File: src/pscm_pkg.sv
`timescale 1ns / 1ps

package pscm_pkg;

  // defaults for the top level parameters
  localparam int COORD_BITS_DEF = 20;
  localparam int FRAC_BITS_DEF  = 8;

  // clearance result width
  localparam int OUT_BITS = 22;

  // coordinate differences are clamped to this magnitude before squaring
  localparam int MAG_BITS  = 23;
  localparam int CLAMP_MAG = 1 << 22;

  // sum of three squares and its square root
  localparam int SQ_BITS   = 2 * MAG_BITS;
  localparam int SUM_BITS  = SQ_BITS + 2;
  localparam int ROOT_BITS = SUM_BITS / 2;

  // radius width: dictionary radius and fallback radii up to 16 fraction bits
  localparam int DICT_BITS = 10;
  localparam int RAD_BITS  = 18;

  // configuration port
  localparam int ADDR_BITS = 4;
  localparam int DATA_BITS = 32;

  localparam logic [1:0] REG_PROBE_X = 2'd0;
  localparam logic [1:0] REG_PROBE_Y = 2'd1;
  localparam logic [1:0] REG_PROBE_Z = 2'd2;

  // element codes for the fallback radius
  localparam logic [1:0] ELEM_OTHER = 2'd0;
  localparam logic [1:0] ELEM_N     = 2'd1;
  localparam logic [1:0] ELEM_O     = 2'd2;
  localparam logic [1:0] ELEM_H     = 2'd3;

endpackage

File: src/pscm_if.sv
`timescale 1ns / 1ps

interface pscm_atom_if #(
  parameter int COORD_BITS = pscm_pkg::COORD_BITS_DEF
) ();
  logic                              valid;
  logic                              ready;
  logic signed [COORD_BITS-1:0]      atom_x;
  logic signed [COORD_BITS-1:0]      atom_y;
  logic signed [COORD_BITS-1:0]      atom_z;
  logic [pscm_pkg::DICT_BITS-1:0]    dict_radius;
  logic [1:0]                        element_code;
  logic                              selected;
  logic                              last_atom;

  modport source (
    output valid, atom_x, atom_y, atom_z, dict_radius, element_code, selected, last_atom,
    input  ready
  );
  modport sink (
    input  valid, atom_x, atom_y, atom_z, dict_radius, element_code, selected, last_atom,
    output ready
  );
endinterface

interface pscm_result_if ();
  logic                                valid;
  logic                                ready;
  logic signed [pscm_pkg::OUT_BITS-1:0] clearance;
  logic                                found;

  modport source (
    output valid, clearance, found,
    input  ready
  );
  modport sink (
    input  valid, clearance, found,
    output ready
  );
endinterface

File: src/pscm_isqrt.sv
`timescale 1ns / 1ps

// Restoring digit-by-digit square root, one result bit per cycle.
module pscm_isqrt (
  input  logic                              clk,
  input  logic                              rst,
  input  logic                              start,
  input  logic [pscm_pkg::SUM_BITS-1:0]     radicand,
  output logic [pscm_pkg::ROOT_BITS-1:0]    root,
  output logic                              done
);

  localparam int RB    = pscm_pkg::ROOT_BITS;
  localparam int SB    = pscm_pkg::SUM_BITS;
  localparam int CNT_W = $clog2(RB);

  logic              busy;
  logic [CNT_W-1:0]  cnt;
  logic [SB-1:0]     rad_sh;
  logic [RB+1:0]     rem;

  logic [RB+3:0]     rem_sh;
  logic [RB+3:0]     trial;
  logic [RB+3:0]     diff;
  logic              take;

  assign rem_sh = {rem, rad_sh[SB-1 -: 2]};
  assign trial  = {2'b00, root, 2'b01};
  assign diff   = rem_sh - trial;
  assign take   = rem_sh >= trial;

  always_ff @(posedge clk) begin
    if (rst) begin
      busy <= 1'b0;
      done <= 1'b0;
      cnt  <= '0;
    end else begin
      done <= 1'b0;
      if (start && !busy) begin
        busy   <= 1'b1;
        cnt    <= CNT_W'(RB - 1);
        rad_sh <= radicand;
        rem    <= '0;
        root   <= '0;
      end else if (busy) begin
        rad_sh <= rad_sh << 2;
        if (take) begin
          rem  <= diff[RB+1:0];
          root <= {root[RB-2:0], 1'b1};
        end else begin
          rem  <= rem_sh[RB+1:0];
          root <= {root[RB-2:0], 1'b0};
        end
        if (cnt == '0) begin
          busy <= 1'b0;
          done <= 1'b1;
        end else begin
          cnt <= cnt - CNT_W'(1);
        end
      end
    end
  end

  a_no_restart: assert property (@(posedge clk) disable iff (rst)
    busy |-> !done)
    else $error("isqrt done while still busy");

endmodule

File: src/probe_sphere_clearance_min.sv
`timescale 1ns / 1ps

// Channel   Dir   Handshake          Payload
// atom      in    valid/ready        atom_x/y/z, dict_radius, element_code, selected, last_atom
// result    out   valid/ready        clearance, found
// apb       in    psel/penable/...   probe_x/y/z at byte addresses 0, 4, 8
//
// A selected atom is accepted, passes through the shared squarer and accumulator,
// launches the square root, waits in the bit-serial square root (one root bit
// per cycle) until it is seen done, then updates the minimum. An unselected atom is only accepted.
// A last atom then loads the output register in S_EMIT, which waits
// while a previous result is still untaken. Reset (rst, synchronous) clears
// the probe to 0, the running minimum to its top and the found flag.
module probe_sphere_clearance_min #(
  parameter int COORD_BITS = pscm_pkg::COORD_BITS_DEF,
  parameter int FRAC_BITS  = pscm_pkg::FRAC_BITS_DEF
) (
  input  logic                               clk,
  input  logic                               rst,
  pscm_atom_if.sink                          atom,
  pscm_result_if.source                      result,
  input  logic                               psel,
  input  logic                               penable,
  input  logic                               pwrite,
  input  logic [pscm_pkg::ADDR_BITS-1:0]     paddr,
  input  logic [pscm_pkg::DATA_BITS-1:0]     pwdata,
  output logic [pscm_pkg::DATA_BITS-1:0]     prdata,
  output logic                               pready
);

  localparam int OB       = pscm_pkg::OUT_BITS;
  localparam int MB       = pscm_pkg::MAG_BITS;
  localparam int RB       = pscm_pkg::ROOT_BITS;
  localparam int RAD_W    = pscm_pkg::RAD_BITS;
  localparam int DIFF_W   = COORD_BITS + 1;
  localparam int CMP_W    = (DIFF_W > MB) ? DIFF_W : MB;
  localparam int CLR_W    = RB + 2;

  localparam int RAD_N_I  = (155 * (1 << FRAC_BITS) + 50) / 100;
  localparam int RAD_O_I  = (152 * (1 << FRAC_BITS) + 50) / 100;
  localparam int RAD_H_I  = (12 * (1 << FRAC_BITS) + 5) / 10;
  localparam int RAD_X_I  = (17 * (1 << FRAC_BITS) + 5) / 10;
  localparam int EMPTY_I  = -(1 << FRAC_BITS);

  localparam logic [RAD_W-1:0]         RAD_N     = RAD_W'(RAD_N_I);
  localparam logic [RAD_W-1:0]         RAD_O     = RAD_W'(RAD_O_I);
  localparam logic [RAD_W-1:0]         RAD_H     = RAD_W'(RAD_H_I);
  localparam logic [RAD_W-1:0]         RAD_X     = RAD_W'(RAD_X_I);
  localparam logic signed [OB-1:0]     EMPTY_CLR = OB'(EMPTY_I);
  localparam logic signed [OB-1:0]     CLR_MAX   = {1'b0, {(OB-1){1'b1}}};
  localparam logic signed [OB-1:0]     CLR_MIN   = {1'b1, {(OB-1){1'b0}}};
  localparam logic [CMP_W-1:0]         CLAMP     = CMP_W'(pscm_pkg::CLAMP_MAG);

  typedef enum logic [2:0] {
    S_IDLE,
    S_SUM,
    S_ROOT,
    S_UPD,
    S_EMIT
  } state_t;

  state_t state;

  // configuration
  logic signed [COORD_BITS-1:0] probe_x, probe_y, probe_z;
  logic                         cfg_wr;

  // latched item
  logic signed [COORD_BITS-1:0] ax, ay, az;
  logic [RAD_W-1:0]             rad;
  logic                         last;

  // squarer / accumulator
  logic [2:0]                   cnt;
  logic [MB-1:0]                mag;
  logic [pscm_pkg::SQ_BITS-1:0] sq;
  logic [pscm_pkg::SUM_BITS-1:0] acc;
  logic                         sq_start;
  logic                         sq_done;
  logic [RB-1:0]                sq_root;

  // running state
  logic signed [OB-1:0]         running_min;
  logic                         any_seen;

  // output register
  logic                         res_valid;
  logic signed [OB-1:0]         res_clr;
  logic                         res_found;

  logic                         in_fire;
  logic                         emit_ok;
  logic signed [DIFF_W-1:0]     d_sel;
  logic [DIFF_W-1:0]            d_abs;
  logic [CMP_W-1:0]             d_cmp;
  logic [MB-1:0]                mag_next;
  logic [RAD_W-1:0]             rad_next;
  logic signed [CLR_W-1:0]      clr_wide;
  logic signed [OB-1:0]         clr_sat;

  // ---------------- configuration port ----------------
  assign pready = 1'b1;
  assign cfg_wr = psel && penable && pwrite && pready;

  always_comb begin
    unique case (paddr[3:2])
      pscm_pkg::REG_PROBE_X: prdata = pscm_pkg::DATA_BITS'(probe_x);
      pscm_pkg::REG_PROBE_Y: prdata = pscm_pkg::DATA_BITS'(probe_y);
      pscm_pkg::REG_PROBE_Z: prdata = pscm_pkg::DATA_BITS'(probe_z);
      default:               prdata = '0;
    endcase
  end

  always_ff @(posedge clk) begin
    if (rst) begin
      probe_x <= '0;
      probe_y <= '0;
      probe_z <= '0;
    end else if (cfg_wr) begin
      unique case (paddr[3:2])
        pscm_pkg::REG_PROBE_X: probe_x <= pwdata[COORD_BITS-1:0];
        pscm_pkg::REG_PROBE_Y: probe_y <= pwdata[COORD_BITS-1:0];
        pscm_pkg::REG_PROBE_Z: probe_z <= pwdata[COORD_BITS-1:0];
        default: ;
      endcase
    end
  end

  // ---------------- datapath ----------------
  assign atom.ready = (state == S_IDLE);
  assign in_fire    = atom.valid && atom.ready;
  assign emit_ok    = !res_valid || result.ready;

  always_comb begin
    if (atom.dict_radius != '0) begin
      rad_next = RAD_W'(atom.dict_radius);
    end else begin
      case (atom.element_code)
        pscm_pkg::ELEM_N: rad_next = RAD_N;
        pscm_pkg::ELEM_O: rad_next = RAD_O;
        pscm_pkg::ELEM_H: rad_next = RAD_H;
        default:          rad_next = RAD_X;
      endcase
    end
  end

  // one axis per cycle through the shared abs/clamp stage
  always_comb begin
    case (cnt)
      3'd0:    d_sel = DIFF_W'(ax) - DIFF_W'(probe_x);
      3'd1:    d_sel = DIFF_W'(ay) - DIFF_W'(probe_y);
      default: d_sel = DIFF_W'(az) - DIFF_W'(probe_z);
    endcase
    d_abs    = d_sel[DIFF_W-1] ? DIFF_W'(-d_sel) : DIFF_W'(d_sel);
    d_cmp    = CMP_W'(d_abs);
    mag_next = (d_cmp > CLAMP) ? CLAMP[MB-1:0] : d_cmp[MB-1:0];
  end

  assign clr_wide = $signed({2'b00, sq_root}) - $signed(CLR_W'(rad));

  always_comb begin
    if (clr_wide > CLR_W'(CLR_MAX)) begin
      clr_sat = CLR_MAX;
    end else if (clr_wide < CLR_W'(CLR_MIN)) begin
      clr_sat = CLR_MIN;
    end else begin
      clr_sat = clr_wide[OB-1:0];
    end
  end

  pscm_isqrt u_isqrt (
    .clk      (clk),
    .rst      (rst),
    .start    (sq_start),
    .radicand (acc),
    .root     (sq_root),
    .done     (sq_done)
  );

  // ---------------- sequencer ----------------
  always_ff @(posedge clk) begin
    if (rst) begin
      state       <= S_IDLE;
      cnt         <= '0;
      sq_start    <= 1'b0;
      running_min <= CLR_MAX;
      any_seen    <= 1'b0;
      res_valid   <= 1'b0;
    end else begin
      sq_start <= 1'b0;
      if (res_valid && result.ready) begin
        res_valid <= 1'b0;
      end

      unique case (state)
        S_IDLE: begin
          if (in_fire) begin
            ax   <= atom.atom_x;
            ay   <= atom.atom_y;
            az   <= atom.atom_z;
            rad  <= rad_next;
            last <= atom.last_atom;
            cnt  <= '0;
            acc  <= '0;
            if (atom.selected) begin
              state <= S_SUM;
            end else if (atom.last_atom) begin
              state <= S_EMIT;
            end
          end
        end
        S_SUM: begin
          // three-stage overlap: clamp, square, accumulate
          if (cnt < 3'd3) begin
            mag <= mag_next;
          end
          if (cnt >= 3'd1 && cnt <= 3'd3) begin
            sq <= mag * mag;
          end
          if (cnt >= 3'd2) begin
            acc <= acc + pscm_pkg::SUM_BITS'(sq);
          end
          if (cnt == 3'd4) begin
            sq_start <= 1'b1;
            state    <= S_ROOT;
          end else begin
            cnt <= cnt + 3'd1;
          end
        end
        S_ROOT: begin
          if (sq_done) begin
            state <= S_UPD;
          end
        end
        S_UPD: begin
          if (clr_sat < running_min) begin
            running_min <= clr_sat;
          end
          any_seen <= 1'b1;
          state    <= last ? S_EMIT : S_IDLE;
        end
        S_EMIT: begin
          if (emit_ok) begin
            res_valid   <= 1'b1;
            res_clr     <= any_seen ? running_min : EMPTY_CLR;
            res_found   <= any_seen;
            running_min <= CLR_MAX;
            any_seen    <= 1'b0;
            state       <= S_IDLE;
          end
        end
        default: state <= S_IDLE;
      endcase
    end
  end

  assign result.valid     = res_valid;
  assign result.clearance = res_clr;
  assign result.found     = res_found;

  a_empty_value: assert property (@(posedge clk) disable iff (rst)
    (result.valid && !result.found) |-> (result.clearance == EMPTY_CLR))
    else $error("empty query result carries wrong clearance");

  a_done_in_root: assert property (@(posedge clk) disable iff (rst)
    sq_done |-> (state == S_ROOT))
    else $error("square root finished outside its wait state");

  a_clear_after_emit: assert property (@(posedge clk) disable iff (rst)
    (state == S_EMIT && emit_ok) |=> (!any_seen && running_min == CLR_MAX))
    else $error("query state not cleared after result");

  a_emit_loads: assert property (@(posedge clk) disable iff (rst)
    (state == S_EMIT && emit_ok) |=> result.valid)
    else $error("result not presented after emit");

endmodule

File: src/flat_wrapper.sv
// flat-port wrapper written by rule: the top's interface ports become plain ports
module probe_sphere_clearance_min_flat 
#(
  parameter int COORD_BITS = pscm_pkg::COORD_BITS_DEF,
  parameter int FRAC_BITS  = pscm_pkg::FRAC_BITS_DEF
)
  (clk, rst, psel, penable, pwrite, paddr, pwdata, prdata, pready, atom_valid, atom_atom_x, atom_atom_y, atom_atom_z, atom_dict_radius, atom_element_code, atom_selected, atom_last_atom, atom_ready, result_valid, result_clearance, result_found, result_ready);
  pscm_atom_if #(.COORD_BITS(COORD_BITS)) atom_i ();
  pscm_result_if result_i ();
  input  logic clk;
  input  logic rst;
  input  logic psel;
  input  logic penable;
  input  logic pwrite;
  input  logic [pscm_pkg::ADDR_BITS-1:0] paddr;
  input  logic [pscm_pkg::DATA_BITS-1:0] pwdata;
  output logic [pscm_pkg::DATA_BITS-1:0] prdata;
  output logic pready;
  input wire logic [$bits(atom_i.valid)-1:0] atom_valid;
  input wire logic [$bits(atom_i.atom_x)-1:0] atom_atom_x;
  input wire logic [$bits(atom_i.atom_y)-1:0] atom_atom_y;
  input wire logic [$bits(atom_i.atom_z)-1:0] atom_atom_z;
  input wire logic [$bits(atom_i.dict_radius)-1:0] atom_dict_radius;
  input wire logic [$bits(atom_i.element_code)-1:0] atom_element_code;
  input wire logic [$bits(atom_i.selected)-1:0] atom_selected;
  input wire logic [$bits(atom_i.last_atom)-1:0] atom_last_atom;
  output wire logic [$bits(atom_i.ready)-1:0] atom_ready;
  output wire logic [$bits(result_i.valid)-1:0] result_valid;
  output wire logic [$bits(result_i.clearance)-1:0] result_clearance;
  output wire logic [$bits(result_i.found)-1:0] result_found;
  input wire logic [$bits(result_i.ready)-1:0] result_ready;
  assign atom_i.valid = atom_valid;
  assign atom_i.atom_x = atom_atom_x;
  assign atom_i.atom_y = atom_atom_y;
  assign atom_i.atom_z = atom_atom_z;
  assign atom_i.dict_radius = atom_dict_radius;
  assign atom_i.element_code = atom_element_code;
  assign atom_i.selected = atom_selected;
  assign atom_i.last_atom = atom_last_atom;
  assign atom_ready = atom_i.ready;
  assign result_valid = result_i.valid;
  assign result_clearance = result_i.clearance;
  assign result_found = result_i.found;
  assign result_i.ready = result_ready;
  probe_sphere_clearance_min #(.COORD_BITS(COORD_BITS), .FRAC_BITS(FRAC_BITS)) u_core (.clk(clk), .rst(rst), .atom(atom_i), .result(result_i), .psel(psel), .penable(penable), .pwrite(pwrite), .paddr(paddr), .pwdata(pwdata), .prdata(prdata), .pready(pready));
endmodule
File: config.mk
export PLATFORM = sky130hd
export DESIGN_NAME = probe_sphere_clearance_min_flat
export DESIGN_NICKNAME = d
export VERILOG_FILES = /design/src/pscm_pkg.sv /design/src/pscm_if.sv /design/src/pscm_isqrt.sv /design/src/probe_sphere_clearance_min.sv /design/src/flat_wrapper.sv
export SDC_FILE = /design/constraint.sdc
export NUM_CORES = 2
export LEC_CHECK = 0
export ABC_CLOCK_PERIOD_IN_PS = 7040
export BUFFER_PORTS_ARGS = -buffer_cell sky130_fd_sc_hd__buf_2
export CAP_MARGIN = 5
export CORE_ASPECT_RATIO = 1.75
export CORE_UTILIZATION = 45
export DETAILED_ROUTE_END_ITERATION = 8
export GPL_ROUTABILITY_DRIVEN = 0
export PLACE_DENSITY_LB_ADDON = 0.12
export SLEW_MARGIN = 30
export SYNTH_ARGS = -nofsm -noshare
export SYNTH_HDL_FRONTEND = slang
export SYNTH_HIERARCHICAL = 1
export SYNTH_SLANG_ARGS = --single-unit
File: constraint.sdc
create_clock -name clk -period 7.04 [get_ports clk]
set_clock_uncertainty 0.1 [all_clocks]
set_input_delay 0.352 -clock clk [delete_from_list [all_inputs] [get_ports clk]]
set_output_delay 0.352 -clock clk [all_outputs]
set_load 0.01 [all_outputs]
==> metrics <==
result of the run=finished with violations; failing checks=setup timing; Port-buffer cells=159; number of distinct library cell variants in the gate-level netlist after synthesis=93; Syn-to-layout area delta=18.83%; biggest area consumer among synthesized cells=sky130_fd_sc_hd__edfxtp_1; clock slew seen by the registers of the worst setup and hold paths=60 ps; share of total power consumed by net switching=0.4312; Die Area=83350 µm²; Die W=218.7 µm; part of the cycle the worst path needs=1.065; time the final worst path needs with I/O delays and setup=7498 ps; total congestion overflow after global routing=0; worst hold-check path type=input pin to register; clock tree from TritonCTS=done; Largest stage delay, worst path=580 ps; max-cap check violation count=0; Layout Nets=5196; cell-internal power=14.04 mW; worst voltage drop across the vdd grid=1.448 mV; vertical extent of the die=381.2 µm; maximum root-to-sink buffer count=3; Arr. time, crit path=7730 ps; post-synth top area share=0.2477; cell at the root of the clock tree=sky130_fd_sc_hd__clkbuf_16; count of flip-flops with a built-in enable after synthesis=305; routed via count=28950; CP Launch Type=register; Util after Layout=0.5413; Least-Margin Pin Slew=921.7 ps; layout cell share with drive strength beyond 1=0.1608; count of state elements after synthesis=403; clock share of power=0.095; initial standard-cell utilization of the core=0.4555; dominant cell by count in the synthesized netlist=sky130_fd_sc_hd__inv_1; # IOs=175; vias in the first global route=31180; Std-Cell Core Area=81150 µm²; final-report setup violation count=10; Fin Hold WS=108.2 ps; Comb power frac=0.771; Routed WL per cell=18.50 µm; area of the multi-input gates=23440 µm²; Syn Area/Cell=9.376 µm²; cell area power density=562.1 nW/µm²; initial antenna violation count=0; post-synthesis async set-or-reset flop share=0; post-layout worst setup margin=-457.6 ps; fraction of power consumed by sequential logic=0.134; share of the yosys chip area belonging to registers=0.3008; number of max-slew violations in the final report=0; number of fillers in the final layout=7449; relative max-transition margin=0.3840; post-synthesis instance area=36970 µm²; Gate Count Post-Synth=3943; iteration count of the initial detailed-routing pass=7; residual DRC count=0; antenna diode instance count=0; top_reg_cell synth=sky130_fd_sc_hd__edfxtp_1; data required time at the worst endpoint=7270 ps; post-DR vias/cell=5.280; First DRT Iteration DRCs=1467; crit path max fanout=4; library cell contributing the largest single delay on the critical path=sky130_fd_sc_hd__fa_1; type of the worst setup path=register to register; global-route wire length before repair=162600 µm; number of endpoints with negative hold slack in the final report=0; top achievable clock speed=0.1334 GHz; Clock Sink Count=403; Worst setup EP type=register; power spent charging and discharging nets=10.65 mW; number of cell rows=138; largest net degree at the start of global routing=79; CTS Buf Count=41; H-tree level count=2; Mapped Nets=4736; static leakage power=20.13 nW; Detailed Place HPWL=81360 µm; Commonest cells post-synth=644 x sky130_fd_sc_hd__inv_1, 515 x sky130_fd_sc_hd__nand2_1, 349 x sky130_fd_sc_hd__ha_1, 327 x sky130_fd_sc_hd__fa_1, 305 x sky130_fd_sc_hd__edfxtp_1; Synthesis Warnings=6; FF+latch area=11120 µm²; DRT antenna net count=0; synth top area cells=sky130_fd_sc_hd__edfxtp_1 25%, sky130_fd_sc_hd__fa_1 18%, sky130_fd_sc_hd__ha_1 12%; routed wire length=101400 µm; RSZ-0062 raised after global routing=true; Most Frequent Cell on Critical Path=sky130_fd_sc_hd__inv_2; latest clock arrival within the worst-skew pair=610 ps; overall track demand over capacity in global routing=0.2509
-- cell usage in the layout, fill, tap and decap left out, types with 78 or more instances in the layout --
master / n
sky130_fd_sc_hd__nor2_1: 217
sky130_fd_sc_hd__dfxtp_1: 98
sky130_fd_sc_hd__fa_1: 311
sky130_fd_sc_hd__a21oi_1: 220
sky130_fd_sc_hd__xor2_1: 78
sky130_fd_sc_hd__buf_4: 276
sky130_fd_sc_hd__dlygate4sd3_1: 93
sky130_fd_sc_hd__ha_1: 333
sky130_fd_sc_hd__xnor2_1: 101
sky130_fd_sc_hd__edfxtp_1: 305
sky130_fd_sc_hd__a21o_1: 94
sky130_fd_sc_hd__buf_2: 159
sky130_fd_sc_hd__inv_1: 622
sky130_fd_sc_hd__o21ai_0: 97
sky130_fd_sc_hd__nand2_1: 503
sky130_fd_sc_hd__and2_1: 107
-- what timing repair did --
item | in CTS | in global routing
endpoints found under the setup margin | 16 | 18
pin swaps | 83 | 52
hold buffers | 93 | 0
gates resized for setup | 114 | 56
cloned | 0 | 0
hold endpoints to repair | 134 | 0
setup buffers | 31 | 18
-- cell families (layout without fill, tap and decap cells) --
group	after synthesis	in the layout	share of synthesized area
muxes	45	45	0.01225
adders and majority gates	676	676	0.2952
buffers and inverters	791	1281	0.08299
other	2	2	0.0002031
DFF	403	403	0.3008
AOI/OAI and AO/OA	711	711	0.1253
and+or+nand+nor	1134	1134	0.1404
xor gates and xnor gates	181	181	0.04288
-- metrics by stage --
| stage | std cells | setup TNS, ps | setup slack, ps | total power [mW] | instance area [µm²] |
|---|---|---|---|---|---|
| 6_report | 5483 | -2122 | -457.6 | 24.69 | 43930 |
| 5_1_grt | 5483 | -5355 | -764.4 | 27.07 | 43930 |
| 4_1_cts | 5468 | -1884 | -460.5 | 24.08 | 43630 |
| 3_5_place_dp | 5272 | -5667 | -694.2 | 19.55 | 40570 |
| 3_3_place_gp | 5271 | -4883 | -633.8 | 19.42 | 40550 |
| 2_1_floorplan | 3943 | -958.4 | -307.4 | 13.17 | 37070 |
-- sequential cells by signal (all words and copies together), names as in the netlist, 21 cells and up --
name,count
u_core/acc,48
u_core/mag,21
u_core/result.clearance,22
u_core/running_min,22
u_core/sq,44
u_core/u_isqrt/rad_sh,48
u_core/u_isqrt/rem,26
u_core/u_isqrt/root,24
-- final cells by class --
| type | count | area share |
|---|---|---|
| clock inverters | 25 | 0.007377 |
| flip-flops and latches | 403 | 0.2531 |
| multi-input cells | 2749 | 0.5335 |
| inverters | 644 | 0.05511 |
| repair buffers | 564 | 0.09607 |
| well taps | 1050 | 0.02991 |
| clock buffers | 48 | 0.02489 |
-- power groups by stage --
stage | clock, mW | combinational, mW | sequential [mW]
2_1_floorplan | 0 | 9.84 | 3.33
3_3_place_gp | 0 | 16.1 | 3.35
3_5_place_dp | 0 | 16.2 | 3.35
4_1_cts | 2.41 | 18.4 | 3.30
5_1_grt | 2.48 | 21.3 | 3.31
6_report | 2.36 | 19.0 | 3.30
-- metal layers --
metal  up-vias  global-route usage  share of wire
met2       562              0.4939           0.56
met3       242             0.01932          0.025
li1      13980                   -              -
met1     14170              0.2555           0.36
met5         -                   0              0
met4         0              0.1336          0.059
-- worst paths after layout --
check / cells after the start / slack (ps) / endpoint / startpoint
worst max-delay path: 28 / -460 / u_core/sq[33] / u_core/mag[10]
worst min-delay path: 3 / 110 / u_core/rad[3] / atom_element_code[0]
worst max register to register: 28 / -460 / u_core/sq[33] / u_core/mag[10]
worst min register to register: 1 / 360 / u_core/running_min[13] / u_core/running_min[13]
-- worst max-delay path: cells and delay by family (launching register included) --
kind	cells	cell delay, ps
buffers and inverters	8	480
DFF	1	470
and+or+nand+nor	2	170
AOI/OAI and AO/OA	9	2090
xor gates and xnor gates	1	70
adders and majority gates	8	3880
No activity file was read; power rests on OpenSTA's default activity.
